**config.mk**
```make
export PLATFORM = sky130hd
export DESIGN_NAME = triangle_row_span_flat
export DESIGN_NICKNAME = d
export VERILOG_FILES = /design/src/design/trs_pkg.sv /design/src/design/trs_ifs.sv /design/src/design/trs_front.sv /design/src/design/trs_queue.sv /design/src/design/trs_back.sv /design/src/design/triangle_row_span.sv /design/src/flat_wrapper.sv
export SDC_FILE = /design/constraint.sdc
export NUM_CORES = 2
export LEC_CHECK = 0
export ABC_AREA = 0
export ABC_CLOCK_PERIOD_IN_PS = 9820
export BUFFER_PORTS_ARGS = -buffer_cell sky130_fd_sc_hd__buf_2
export CAP_MARGIN = 20
export CORE_UTILIZATION = 55
export DETAILED_ROUTE_END_ITERATION = 10
export PLACE_DENSITY = 0.8
export SYNTH_ARGS = -nofsm -noshare
export SYNTH_HDL_FRONTEND = slang
export SYNTH_SLANG_ARGS = --single-unit
```
**constraint.sdc**
```tcl
create_clock -name clk -period 9.82 [get_ports clk]
set_input_delay 1.964 -clock clk [delete_from_list [all_inputs] [get_ports clk]]
set_output_delay 1.964 -clock clk [all_outputs]
set_load 0.1 [all_outputs]
```
**src/design/trs_pkg.sv**
```systemverilog
// Shared constants, register indexes and types for the triangle row span block.
// No dependencies; every other file of the block imports this package.
package trs_pkg;

    // Vertex coordinate width (signed); supported range 8 to 24.
    localparam int COORD_BITS    = 16;
    localparam int COL_BITS      = 12;
    localparam int XCNT_BITS     = COL_BITS + 1;
    localparam int CFG_IDX_BITS  = 3;
    localparam int CFG_DATA_BITS = (COORD_BITS > COL_BITS) ? COORD_BITS : COL_BITS;

    // Operand width: holds a vertex difference and a column minus a vertex,
    // including the column one past the clip limit.
    localparam int WIDE_BITS = ((COORD_BITS > XCNT_BITS) ? COORD_BITS : XCNT_BITS) + 2;
    localparam int PROD_BITS = 2 * WIDE_BITS;
    localparam int EDGE_BITS = PROD_BITS + 1;

    localparam logic [CFG_IDX_BITS-1:0] REG_VERTEX_A_X = 3'd0;
    localparam logic [CFG_IDX_BITS-1:0] REG_VERTEX_A_Y = 3'd1;
    localparam logic [CFG_IDX_BITS-1:0] REG_VERTEX_B_X = 3'd2;
    localparam logic [CFG_IDX_BITS-1:0] REG_VERTEX_B_Y = 3'd3;
    localparam logic [CFG_IDX_BITS-1:0] REG_VERTEX_C_X = 3'd4;
    localparam logic [CFG_IDX_BITS-1:0] REG_VERTEX_C_Y = 3'd5;
    localparam logic [CFG_IDX_BITS-1:0] REG_CLIP_LEFT  = 3'd6;
    localparam logic [CFG_IDX_BITS-1:0] REG_CLIP_RIGHT = 3'd7;

    localparam logic [COL_BITS-1:0] CLIP_RIGHT_RESET = {COL_BITS{1'b1}};

    typedef struct packed {
        logic signed [COORD_BITS-1:0] ax;
        logic signed [COORD_BITS-1:0] ay;
        logic signed [COORD_BITS-1:0] bx;
        logic signed [COORD_BITS-1:0] by;
        logic signed [COORD_BITS-1:0] cx;
        logic signed [COORD_BITS-1:0] cy;
    } tri_cfg_t;

    // One classified row request waiting for the scan engine.
    typedef struct packed {
        logic [COL_BITS-1:0] row;
        logic [COL_BITS-1:0] xl;
        logic [COL_BITS-1:0] xr;
        logic                empty;
    } row_job_t;

endpackage

```
**src/design/trs_ifs.sv**
```systemverilog
// Handshake channel interfaces of the triangle row span block.
// Depends on trs_pkg for field widths.
interface trs_cfg_if;
    import trs_pkg::*;
    logic                     valid;
    logic                     ready;
    logic [CFG_IDX_BITS-1:0]  index;
    logic [CFG_DATA_BITS-1:0] data;
    modport source (output valid, output index, output data, input ready);
    modport sink   (input valid, input index, input data, output ready);
endinterface

interface trs_row_if;
    import trs_pkg::*;
    logic                valid;
    logic                ready;
    logic [COL_BITS-1:0] row;
    modport source (output valid, output row, input ready);
    modport sink   (input valid, input row, output ready);
endinterface

interface trs_span_if;
    import trs_pkg::*;
    logic                valid;
    logic                ready;
    logic [COL_BITS-1:0] row_echo;
    logic                span_found;
    logic [COL_BITS-1:0] span_start;
    logic [COL_BITS-1:0] span_end;
    modport source (output valid, output row_echo, output span_found,
                    output span_start, output span_end, input ready);
    modport sink   (input valid, input row_echo, input span_found,
                    input span_start, input span_end, output ready);
endinterface

```
**src/design/trs_front.sv**
```systemverilog
// Front end: configuration registers, row acceptance and clipped column range.
// Depends on trs_pkg and trs_ifs.
module trs_front (
    input  logic              clk,
    input  logic              rst_n,
    trs_cfg_if.sink           cfg,
    trs_row_if.sink           req,
    output trs_pkg::tri_cfg_t tri_cfg,
    output logic              push_valid,
    input  logic              push_ready,
    output trs_pkg::row_job_t push_data
);
    import trs_pkg::*;

    tri_cfg_t            tri_reg;
    logic [COL_BITS-1:0] clip_left_reg;
    logic [COL_BITS-1:0] clip_right_reg;

    logic signed [COORD_BITS-1:0] min_x;
    logic signed [COORD_BITS-1:0] max_x;
    logic signed [WIDE_BITS-1:0]  min_w;
    logic signed [WIDE_BITS-1:0]  max_w;
    logic signed [WIDE_BITS-1:0]  left_w;
    logic signed [WIDE_BITS-1:0]  right_w;
    logic signed [WIDE_BITS-1:0]  xl_w;
    logic signed [WIDE_BITS-1:0]  xr_w;

    assign cfg.ready = 1'b1;

    always_ff @(posedge clk or negedge rst_n)
    begin
        if (!rst_n)
        begin
            tri_reg        <= '0;
            clip_left_reg  <= '0;
            clip_right_reg <= CLIP_RIGHT_RESET;
        end
        else if (cfg.valid)
        begin
            case (cfg.index)
                REG_VERTEX_A_X: tri_reg.ax <= cfg.data[COORD_BITS-1:0];
                REG_VERTEX_A_Y: tri_reg.ay <= cfg.data[COORD_BITS-1:0];
                REG_VERTEX_B_X: tri_reg.bx <= cfg.data[COORD_BITS-1:0];
                REG_VERTEX_B_Y: tri_reg.by <= cfg.data[COORD_BITS-1:0];
                REG_VERTEX_C_X: tri_reg.cx <= cfg.data[COORD_BITS-1:0];
                REG_VERTEX_C_Y: tri_reg.cy <= cfg.data[COORD_BITS-1:0];
                REG_CLIP_LEFT:  clip_left_reg  <= cfg.data[COL_BITS-1:0];
                REG_CLIP_RIGHT: clip_right_reg <= cfg.data[COL_BITS-1:0];
                default: ;
            endcase
        end
    end

    // Bounding box in x, clipped to the allowed columns.
    always_comb
    begin
        min_x = tri_reg.ax;
        max_x = tri_reg.ax;
        if (tri_reg.bx < min_x) min_x = tri_reg.bx;
        if (tri_reg.cx < min_x) min_x = tri_reg.cx;
        if (tri_reg.bx > max_x) max_x = tri_reg.bx;
        if (tri_reg.cx > max_x) max_x = tri_reg.cx;
        min_w   = WIDE_BITS'(min_x);
        max_w   = WIDE_BITS'(max_x);
        left_w  = WIDE_BITS'({1'b0, clip_left_reg});
        right_w = WIDE_BITS'({1'b0, clip_right_reg});
        xl_w    = (min_w < left_w)  ? left_w  : min_w;
        xr_w    = (max_w > right_w) ? right_w : max_w;
    end

    assign tri_cfg         = tri_reg;
    assign push_valid      = req.valid;
    assign req.ready       = push_ready;
    assign push_data.row   = req.row;
    assign push_data.xl    = xl_w[COL_BITS-1:0];
    assign push_data.xr    = xr_w[COL_BITS-1:0];
    assign push_data.empty = (xl_w > xr_w);

endmodule

```
**src/design/trs_queue.sv**
```systemverilog
// Two-entry job queue between the front end and the scan engine.
// Depends on trs_pkg for the job type.
module trs_queue (
    input  logic              clk,
    input  logic              rst_n,
    input  logic              push_valid,
    output logic              push_ready,
    input  trs_pkg::row_job_t push_data,
    output logic              pop_valid,
    input  logic              pop_ready,
    output trs_pkg::row_job_t pop_data
);
    import trs_pkg::*;

    row_job_t   slot_reg [2];
    logic       wr_ptr_reg;
    logic       rd_ptr_reg;
    logic [1:0] count_reg;
    logic       do_push;
    logic       do_pop;

    assign push_ready = (count_reg != 2'd2);
    assign pop_valid  = (count_reg != 2'd0);
    assign pop_data   = slot_reg[rd_ptr_reg];
    assign do_push    = push_valid && push_ready;
    assign do_pop     = pop_valid && pop_ready;

    always_ff @(posedge clk)
    begin
        if (do_push)
            slot_reg[wr_ptr_reg] <= push_data;
    end

    always_ff @(posedge clk or negedge rst_n)
    begin
        if (!rst_n)
        begin
            wr_ptr_reg <= 1'b0;
            rd_ptr_reg <= 1'b0;
            count_reg  <= 2'd0;
        end
        else
        begin
            if (do_push) wr_ptr_reg <= ~wr_ptr_reg;
            if (do_pop)  rd_ptr_reg <= ~rd_ptr_reg;
            if (do_push && !do_pop)
                count_reg <= count_reg + 2'd1;
            else if (do_pop && !do_push)
                count_reg <= count_reg - 2'd1;
        end
    end

endmodule

```
**src/design/trs_back.sv**
```systemverilog
// Scan engine: edge values through one shared multiplier, column walk, result register.
// Depends on trs_pkg and trs_ifs.
module trs_back (
    input  logic              clk,
    input  logic              rst_n,
    input  trs_pkg::tri_cfg_t tri_cfg,
    input  logic              pop_valid,
    output logic              pop_ready,
    input  trs_pkg::row_job_t pop_data,
    trs_span_if.source        span
);
    import trs_pkg::*;

    localparam logic [2:0] ST_IDLE   = 3'd0;
    localparam logic [2:0] ST_MUL    = 3'd1;
    localparam logic [2:0] ST_SEARCH = 3'd2;
    localparam logic [2:0] ST_RUN    = 3'd3;
    localparam logic [2:0] ST_DONE   = 3'd4;

    localparam logic [2:0] MUL_LAST = 3'd6;

    logic [2:0]                  state_reg, state_next;
    logic [2:0]                  cnt_reg, cnt_next;
    logic [COL_BITS-1:0]         row_reg, row_next;
    logic [COL_BITS-1:0]         xl_reg, xl_next;
    logic [COL_BITS-1:0]         xr_reg, xr_next;
    logic [XCNT_BITS-1:0]        x_reg, x_next;
    logic signed [EDGE_BITS-1:0] k_reg, k_next;
    logic signed [EDGE_BITS-1:0] s_reg, s_next;
    logic signed [EDGE_BITS-1:0] t_reg, t_next;
    logic signed [PROD_BITS-1:0] prod_reg;
    logic                        found_reg, found_next;
    logic [COL_BITS-1:0]         start_reg, start_next;
    logic [COL_BITS-1:0]         end_reg, end_next;

    logic                        out_valid_reg, out_valid_next;
    logic [COL_BITS-1:0]         out_row_reg;
    logic                        out_found_reg;
    logic [COL_BITS-1:0]         out_start_reg;
    logic [COL_BITS-1:0]         out_end_reg;
    logic                        out_load;

    logic signed [WIDE_BITS-1:0]   ax_w, ay_w;
    logic signed [WIDE_BITS-1:0]   v1x, v1y, v2x, v2y, qx, qy;
    logic signed [WIDE_BITS-1:0]   mul_a, mul_b;
    logic signed [PROD_BITS-1:0]   prod_full;
    logic signed [EDGE_BITS-1:0]   prod_ext;
    logic signed [EDGE_BITS:0]     st_sum;
    logic signed [EDGE_BITS:0]     k_wide;
    logic                          in_tri;
    logic                          x_in_range;
    logic [XCNT_BITS-1:0]          x_last;

    assign ax_w = WIDE_BITS'(tri_cfg.ax);
    assign ay_w = WIDE_BITS'(tri_cfg.ay);
    assign v1x  = WIDE_BITS'(tri_cfg.bx) - ax_w;
    assign v1y  = WIDE_BITS'(tri_cfg.by) - ay_w;
    assign v2x  = WIDE_BITS'(tri_cfg.cx) - ax_w;
    assign v2y  = WIDE_BITS'(tri_cfg.cy) - ay_w;
    assign qx   = WIDE_BITS'({1'b0, xl_reg}) - ax_w;
    assign qy   = WIDE_BITS'({1'b0, row_reg}) - ay_w;

    // Product order: k = v1x*v2y - v1y*v2x, s = qx*v2y - qy*v2x, t = v1x*qy - v1y*qx.
    always_comb
    begin
        case (cnt_reg)
            3'd0:    begin mul_a = v1x; mul_b = v2y; end
            3'd1:    begin mul_a = v1y; mul_b = v2x; end
            3'd2:    begin mul_a = qx;  mul_b = v2y; end
            3'd3:    begin mul_a = qy;  mul_b = v2x; end
            3'd4:    begin mul_a = v1x; mul_b = qy;  end
            3'd5:    begin mul_a = v1y; mul_b = qx;  end
            default: begin mul_a = '0;  mul_b = '0;  end
        endcase
    end

    assign prod_full = mul_a * mul_b;
    assign prod_ext  = EDGE_BITS'(prod_reg);

    // Inside test; the sign of k picks the orientation.
    assign st_sum = (EDGE_BITS+1)'(s_reg) + (EDGE_BITS+1)'(t_reg);
    assign k_wide = (EDGE_BITS+1)'(k_reg);
    always_comb
    begin
        if (!k_reg[EDGE_BITS-1])
            in_tri = !s_reg[EDGE_BITS-1] && !t_reg[EDGE_BITS-1] && (st_sum <= k_wide);
        else
            in_tri = s_reg[EDGE_BITS-1] && t_reg[EDGE_BITS-1] && (st_sum > k_wide);
    end

    assign x_in_range = (x_reg <= {1'b0, xr_reg});
    assign x_last     = x_reg - XCNT_BITS'(1);
    assign out_load   = (state_reg == ST_DONE) && (!out_valid_reg || span.ready);
    assign pop_ready  = (state_reg == ST_IDLE);

    always_comb
    begin
        state_next = state_reg;
        cnt_next   = cnt_reg;
        row_next   = row_reg;
        xl_next    = xl_reg;
        xr_next    = xr_reg;
        x_next     = x_reg;
        k_next     = k_reg;
        s_next     = s_reg;
        t_next     = t_reg;
        found_next = found_reg;
        start_next = start_reg;
        end_next   = end_reg;
        case (state_reg)
            ST_IDLE:
            begin
                if (pop_valid)
                begin
                    row_next   = pop_data.row;
                    xl_next    = pop_data.xl;
                    xr_next    = pop_data.xr;
                    cnt_next   = 3'd0;
                    found_next = 1'b0;
                    start_next = '0;
                    end_next   = '0;
                    state_next = pop_data.empty ? ST_DONE : ST_MUL;
                end
            end
            ST_MUL:
            begin
                // Accumulate the product registered in the previous cycle.
                case (cnt_reg)
                    3'd1:    k_next = prod_ext;
                    3'd2:    k_next = k_reg - prod_ext;
                    3'd3:    s_next = prod_ext;
                    3'd4:    s_next = s_reg - prod_ext;
                    3'd5:    t_next = prod_ext;
                    3'd6:    t_next = t_reg - prod_ext;
                    default: ;
                endcase
                cnt_next = cnt_reg + 3'd1;
                if (cnt_reg == MUL_LAST)
                begin
                    x_next     = {1'b0, xl_reg};
                    state_next = ST_SEARCH;
                end
            end
            ST_SEARCH:
            begin
                if (!x_in_range)
                    state_next = ST_DONE;
                else
                begin
                    if (in_tri)
                    begin
                        start_next = x_reg[COL_BITS-1:0];
                        state_next = ST_RUN;
                    end
                    s_next = s_reg + EDGE_BITS'(v2y);
                    t_next = t_reg - EDGE_BITS'(v1y);
                    x_next = x_reg + XCNT_BITS'(1);
                end
            end
            ST_RUN:
            begin
                if (!x_in_range || !in_tri)
                begin
                    found_next = 1'b1;
                    end_next   = x_last[COL_BITS-1:0];
                    state_next = ST_DONE;
                end
                else
                begin
                    s_next = s_reg + EDGE_BITS'(v2y);
                    t_next = t_reg - EDGE_BITS'(v1y);
                    x_next = x_reg + XCNT_BITS'(1);
                end
            end
            ST_DONE:
            begin
                if (out_load)
                    state_next = ST_IDLE;
            end
            default: state_next = ST_IDLE;
        endcase
    end

    always_comb
    begin
        out_valid_next = out_valid_reg;
        if (out_load)
            out_valid_next = 1'b1;
        else if (span.ready)
            out_valid_next = 1'b0;
    end

    always_ff @(posedge clk or negedge rst_n)
    begin
        if (!rst_n)
        begin
            state_reg     <= ST_IDLE;
            cnt_reg       <= 3'd0;
            out_valid_reg <= 1'b0;
        end
        else
        begin
            state_reg     <= state_next;
            cnt_reg       <= cnt_next;
            out_valid_reg <= out_valid_next;
        end
    end

    always_ff @(posedge clk)
    begin
        row_reg   <= row_next;
        xl_reg    <= xl_next;
        xr_reg    <= xr_next;
        x_reg     <= x_next;
        k_reg     <= k_next;
        s_reg     <= s_next;
        t_reg     <= t_next;
        prod_reg  <= prod_full;
        found_reg <= found_next;
        start_reg <= start_next;
        end_reg   <= end_next;
        if (out_load)
        begin
            out_row_reg   <= row_reg;
            out_found_reg <= found_reg;
            out_start_reg <= start_reg;
            out_end_reg   <= end_reg;
        end
    end

    assign span.valid      = out_valid_reg;
    assign span.row_echo   = out_row_reg;
    assign span.span_found = out_found_reg;
    assign span.span_start = out_start_reg;
    assign span.span_end   = out_end_reg;

endmodule

```
**src/design/triangle_row_span.sv**
```systemverilog
// The scan engine takes one row at a time and walks one column a cycle, from the clipped
//   left end to one past the first covered run, or past the right end if none is
//   covered (up to 4097 columns); an empty clipped range skips the walk.
// The edge values take turns on one shared multiplier before the walk starts.
// Reset (rst_n, async, active low): clears queue, scan state and output valid;
//   vertices reset to 0, clip_left to 0, clip_right to 4095.
//
// Top level of the triangle row span block; depends on trs_pkg, trs_ifs, trs_front,
// trs_queue and trs_back.
module triangle_row_span (
    input  logic clk,
    input  logic rst_n,
    trs_cfg_if.sink    cfg,
    trs_row_if.sink    req,
    trs_span_if.source span
);
    import trs_pkg::*;

    tri_cfg_t tri_cfg;
    row_job_t push_data;
    row_job_t pop_data;
    logic     push_valid;
    logic     push_ready;
    logic     pop_valid;
    logic     pop_ready;

    // Front end: hold the registers, accept a row item and work out the clipped
    // column range and whether it is empty.
    trs_front u_front (
        .clk        (clk),
        .rst_n      (rst_n),
        .cfg        (cfg),
        .req        (req),
        .tri_cfg    (tri_cfg),
        .push_valid (push_valid),
        .push_ready (push_ready),
        .push_data  (push_data)
    );

    // Queue: let the front keep taking items while the scan engine is busy.
    trs_queue u_queue (
        .clk        (clk),
        .rst_n      (rst_n),
        .push_valid (push_valid),
        .push_ready (push_ready),
        .push_data  (push_data),
        .pop_valid  (pop_valid),
        .pop_ready  (pop_ready),
        .pop_data   (pop_data)
    );

    // Scan engine: form k, s and t at the left end, walk to the first inside
    // column, then on to the end of that run, and drive the result register.
    trs_back u_back (
        .clk       (clk),
        .rst_n     (rst_n),
        .tri_cfg   (tri_cfg),
        .pop_valid (pop_valid),
        .pop_ready (pop_ready),
        .pop_data  (pop_data),
        .span      (span)
    );

endmodule

```
**src/flat_wrapper.sv**
```systemverilog
// flat-port wrapper written by rule: the top's interface ports become plain ports
module triangle_row_span_flat import trs_pkg::*;
  (clk, rst_n, cfg_valid, cfg_index, cfg_data, cfg_ready, req_valid, req_row, req_ready, span_valid, span_row_echo, span_span_found, span_span_start, span_span_end, span_ready);
  trs_cfg_if cfg_i ();
  trs_row_if req_i ();
  trs_span_if span_i ();
  input  logic clk;
  input  logic rst_n;
  input wire logic [$bits(cfg_i.valid)-1:0] cfg_valid;
  input wire logic [$bits(cfg_i.index)-1:0] cfg_index;
  input wire logic [$bits(cfg_i.data)-1:0] cfg_data;
  output wire logic [$bits(cfg_i.ready)-1:0] cfg_ready;
  input wire logic [$bits(req_i.valid)-1:0] req_valid;
  input wire logic [$bits(req_i.row)-1:0] req_row;
  output wire logic [$bits(req_i.ready)-1:0] req_ready;
  output wire logic [$bits(span_i.valid)-1:0] span_valid;
  output wire logic [$bits(span_i.row_echo)-1:0] span_row_echo;
  output wire logic [$bits(span_i.span_found)-1:0] span_span_found;
  output wire logic [$bits(span_i.span_start)-1:0] span_span_start;
  output wire logic [$bits(span_i.span_end)-1:0] span_span_end;
  input wire logic [$bits(span_i.ready)-1:0] span_ready;
  assign cfg_i.valid = cfg_valid;
  assign cfg_i.index = cfg_index;
  assign cfg_i.data = cfg_data;
  assign cfg_ready = cfg_i.ready;
  assign req_i.valid = req_valid;
  assign req_i.row = req_row;
  assign req_ready = req_i.ready;
  assign span_valid = span_i.valid;
  assign span_row_echo = span_i.row_echo;
  assign span_span_found = span_i.span_found;
  assign span_span_start = span_i.span_start;
  assign span_span_end = span_i.span_end;
  assign span_i.ready = span_ready;
  triangle_row_span u_core (.clk(clk), .rst_n(rst_n), .cfg(cfg_i), .req(req_i), .span(span_i));
endmodule
```
==> out/metrics.yaml <==
final_hold_viol_count: 0
timing.slew.headroom_pct: 18.7
drt_pre_antenna_iters: 8
grt_pass1_wl_mm: 220
synth-seq-cells: 463
cts_tree: "built"
final-max-slew-violation-count: 0
clkLatencyLatePin_ns: 0.69
ys_seq_area_share_pct: 26.2
post_synth_inst_count: 5329
ys.flop_type: "sky130_fd_sc_hd__edfxtp_1"
port_buffers: 74
syn_avg_cell_area_sq_um: 9.22
antenna_found_initial: 2
clock_skew_ns: 0.0618
finalCritPeriodShare_pct: 94.7
worst_hold_path_type: "reg -> reg"
crit_path_top_delay_cell: "sky130_fd_sc_hd__a221oi_1"
crit_path_frequent_cell: "sky130_fd_sc_hd__fa_1"
via_per_inst: 6.19
via_count_of_the_first_global_routing_pass: 40753
yosysUniqueCellTypes: 107
post_dp_cell_area_sq_um: 51200
overflow: 0
cts_htree_levels: 2
max_stage_delay_ns: 0.60
worstPathArrival_ns: 9.85
final_cell_area_excluding_filler_cells_sq_um: 53100
cts_root_buf: "sky130_fd_sc_hd__clkbuf_16"
final_period_minus_worst_setup_slack_ns: 9.30
largest_register_ffs: 96
cp.required_ns: 10.37
final_gp_congestion: 1.01
worst_slew_pin_slew_ns: 1.21
numPlacedInstances: 6509
floorplan.die.width_microns: 301
fmax_mhz: 108
cts_hold_buffers: 0
post_cts_buffers: 0
synth_edf_count: 296
cts_resized: 0
finish.net_count: 6295
top_level_ports: 76
ant_nets: 0
num_vias: 40898
worst_setup_path_start_kind: "flip-flop"
globalRouteTotalUtil_pct: 30.9
layout-drive-gt1-share_pct: 8.80
hpwl_mm: 111
core_area_sq_um: 88500
synthesis.area_sq_um: 49200
clk_transition_reported_paths_ns: 0.06
floorplan.initialDensity_pct: 55.5
route.detailed.wl_per_inst_microns: 21.2
drv_cap: 0
drt_wl_total_mm: 140
core.rowCount: 109
initialDrtViolationCount: 3777
pre_cts_ws_ns: 0.539
fin_ws_ns: 0.523
commonest_non_fill_non_tap_cell_in_the_layout: "sky130_fd_sc_hd__inv_1"
grt_max_degree: 75
cts_buffer_depth: 3
timing.critical_path.to_type: "flip-flop"
synthesis.nets: 6223
worst-setup-path-type: "reg -> reg"
final_setup_fails: 0
synth.yosys.warnings: 0
outcome: "completed"
critical_path_peak_fanout: 14
vert_die_dim_microns: 301
dieArea_sq_um: 90600
layoutNonFillerInstCount: 6612
cts_num_sinks: 463
postSynth.asyncResetShare_pct: 28.3
remaining_drcs: 0
fin_util_pct: 59.9
cts_made_buffers: 53
areaGrowthSynthToFinish_pct: 7.94
layout.cells.most_common_list: "590 x sky130_fd_sc_hd__inv_1, 527 x sky130_fd_sc_hd__ha_1, 525 x sky130_fd_sc_hd__nand2_1, 331 x sky130_fd_sc_hd__fa_1, 328 x sky130_fd_sc_hd__a21oi_1"
metal layers:
layer / global-route usage (%) / vias to the layer above / routed length [microns]
met4: 12.8 / 6 / 6140
li1: - / 18917 / -
met1: 40.8 / 19725 / 56600
met3: 4.91 / 357 / 13300
met2: 50.4 / 1893 / 63900
met5: 0 / - / 40
cells by family (layout without fill, tap and decap cells):
| kind of cell | count (synthesis) | after routing | synth area share (%) |
|---|---|---|---|
| buffers and inverters | 755 | 871 | 5.86 |
| adders and majority gates | 858 | 858 | 26.9 |
| AOI/OAI and AO/OA | 1342 | 1342 | 17.9 |
| and+or+nand+nor | 1449 | 1449 | 14.1 |
| xor gates and xnor gates | 289 | 289 | 5.15 |
| muxes | 172 | 172 | 3.83 |
| other | 1 | 3 | 0.00763 |
| DFF | 463 | 463 | 26.2 |
final timing paths:
check                                                  startpoint                                          end  slack (ns)  cells after the start
max                        u_core.u_front.tri_cfg[81]$_DFFE_PN0P_           u_core.u_back.prod_reg[35]$_DFF_P_        0.52                     32
min                        u_core.u_back.end_reg[6]$_SDFFCE_PN0P_     u_core.u_back.span.span_end[6]$_DFFE_PP_        0.41                      0
max reg2reg                u_core.u_front.tri_cfg[81]$_DFFE_PN0P_           u_core.u_back.prod_reg[35]$_DFF_P_        0.52                     32
min reg2reg                u_core.u_back.end_reg[6]$_SDFFCE_PN0P_     u_core.u_back.span.span_end[6]$_DFFE_PP_        0.41                      0
max in group asynchronous                                   rst_n       u_core.u_back.state_reg[2]$_DFFE_PN0P_        7.22                      2
min in group asynchronous                                   rst_n  u_core.u_front.clip_left_reg[5]$_DFFE_PN0P_        1.30                      1
critical path, delay by kind of cell (launching register included):
family	cells	cell delay (ns)
XOR/XNOR	1	0.11
buffers and inverters	4	0.63
adder cells (fa/ha/maj)	8	3.70
AO/OA/AOI/OAI	14	3.51
AND/OR/NAND/NOR	5	0.78
flip-flops	1	0.40
synth_stat cells, drive strengths merged, types with 12 or more instances:
master     n  area (sq um)
a21oi    332          1670
a21o     168          1260
dfrtp    119          2980
nand4     53           332
a211oi    58           445
a21boi    24           180
mux2     125          1410
buf       43           209
a211o     13           114
inv      591          2220
o21a      80           601
nand3    119           596
xor2     110           963
o31ai     28           225
dfxtp     36           721
nor4      16           106
o22ai     13          81.3
dfstp     12           315
nor2     290          1090
o211ai    50           385
and2      69           432
clkbuf   120           452
o21ai    319          1600
xnor2    179          1570
a221oi    14           123
o2111ai   22           193
fa       331          6630
and3      28           175
nor3      66           330
edfxtp   296          8890
nor2b     80           500
a22oi     22           165
mux2i     47           474
or2       23           144
ha       527          6590
nor3b     12          90.1
nand2    528          1980
a31oi     50           313
or3       31           194
o21bai    27           203
nand2b    88           551
o211a     19           190
per-stage QoR:
| stage | hold slack [ns] | TNS (ns) |
|---|---|---|
| 5_1_grt | 0.424 | -0.0861 |
| 3_3_place_gp | 0.401 | 0 |
| 3_5_place_dp | 0.405 | 0 |
| 4_1_cts | 0.410 | 0 |
| 6_report | 0.413 | 0 |
| 2_1_floorplan | 0.400 | 0 |
area by class of cell:
class	count	area, sq um
antenna	2	5.00
clock buffer	71	1450
clock inverter	28	317
fill	7297	35500
inverter	592	2220
multi-input combinational	4111	33500
sequential	463	12900
tap	1165	1460
timing repair buffer	180	1210
Power is not shown: default switching activity piles up to over one toggle a cycle in this logic, so the estimate is an artifact.
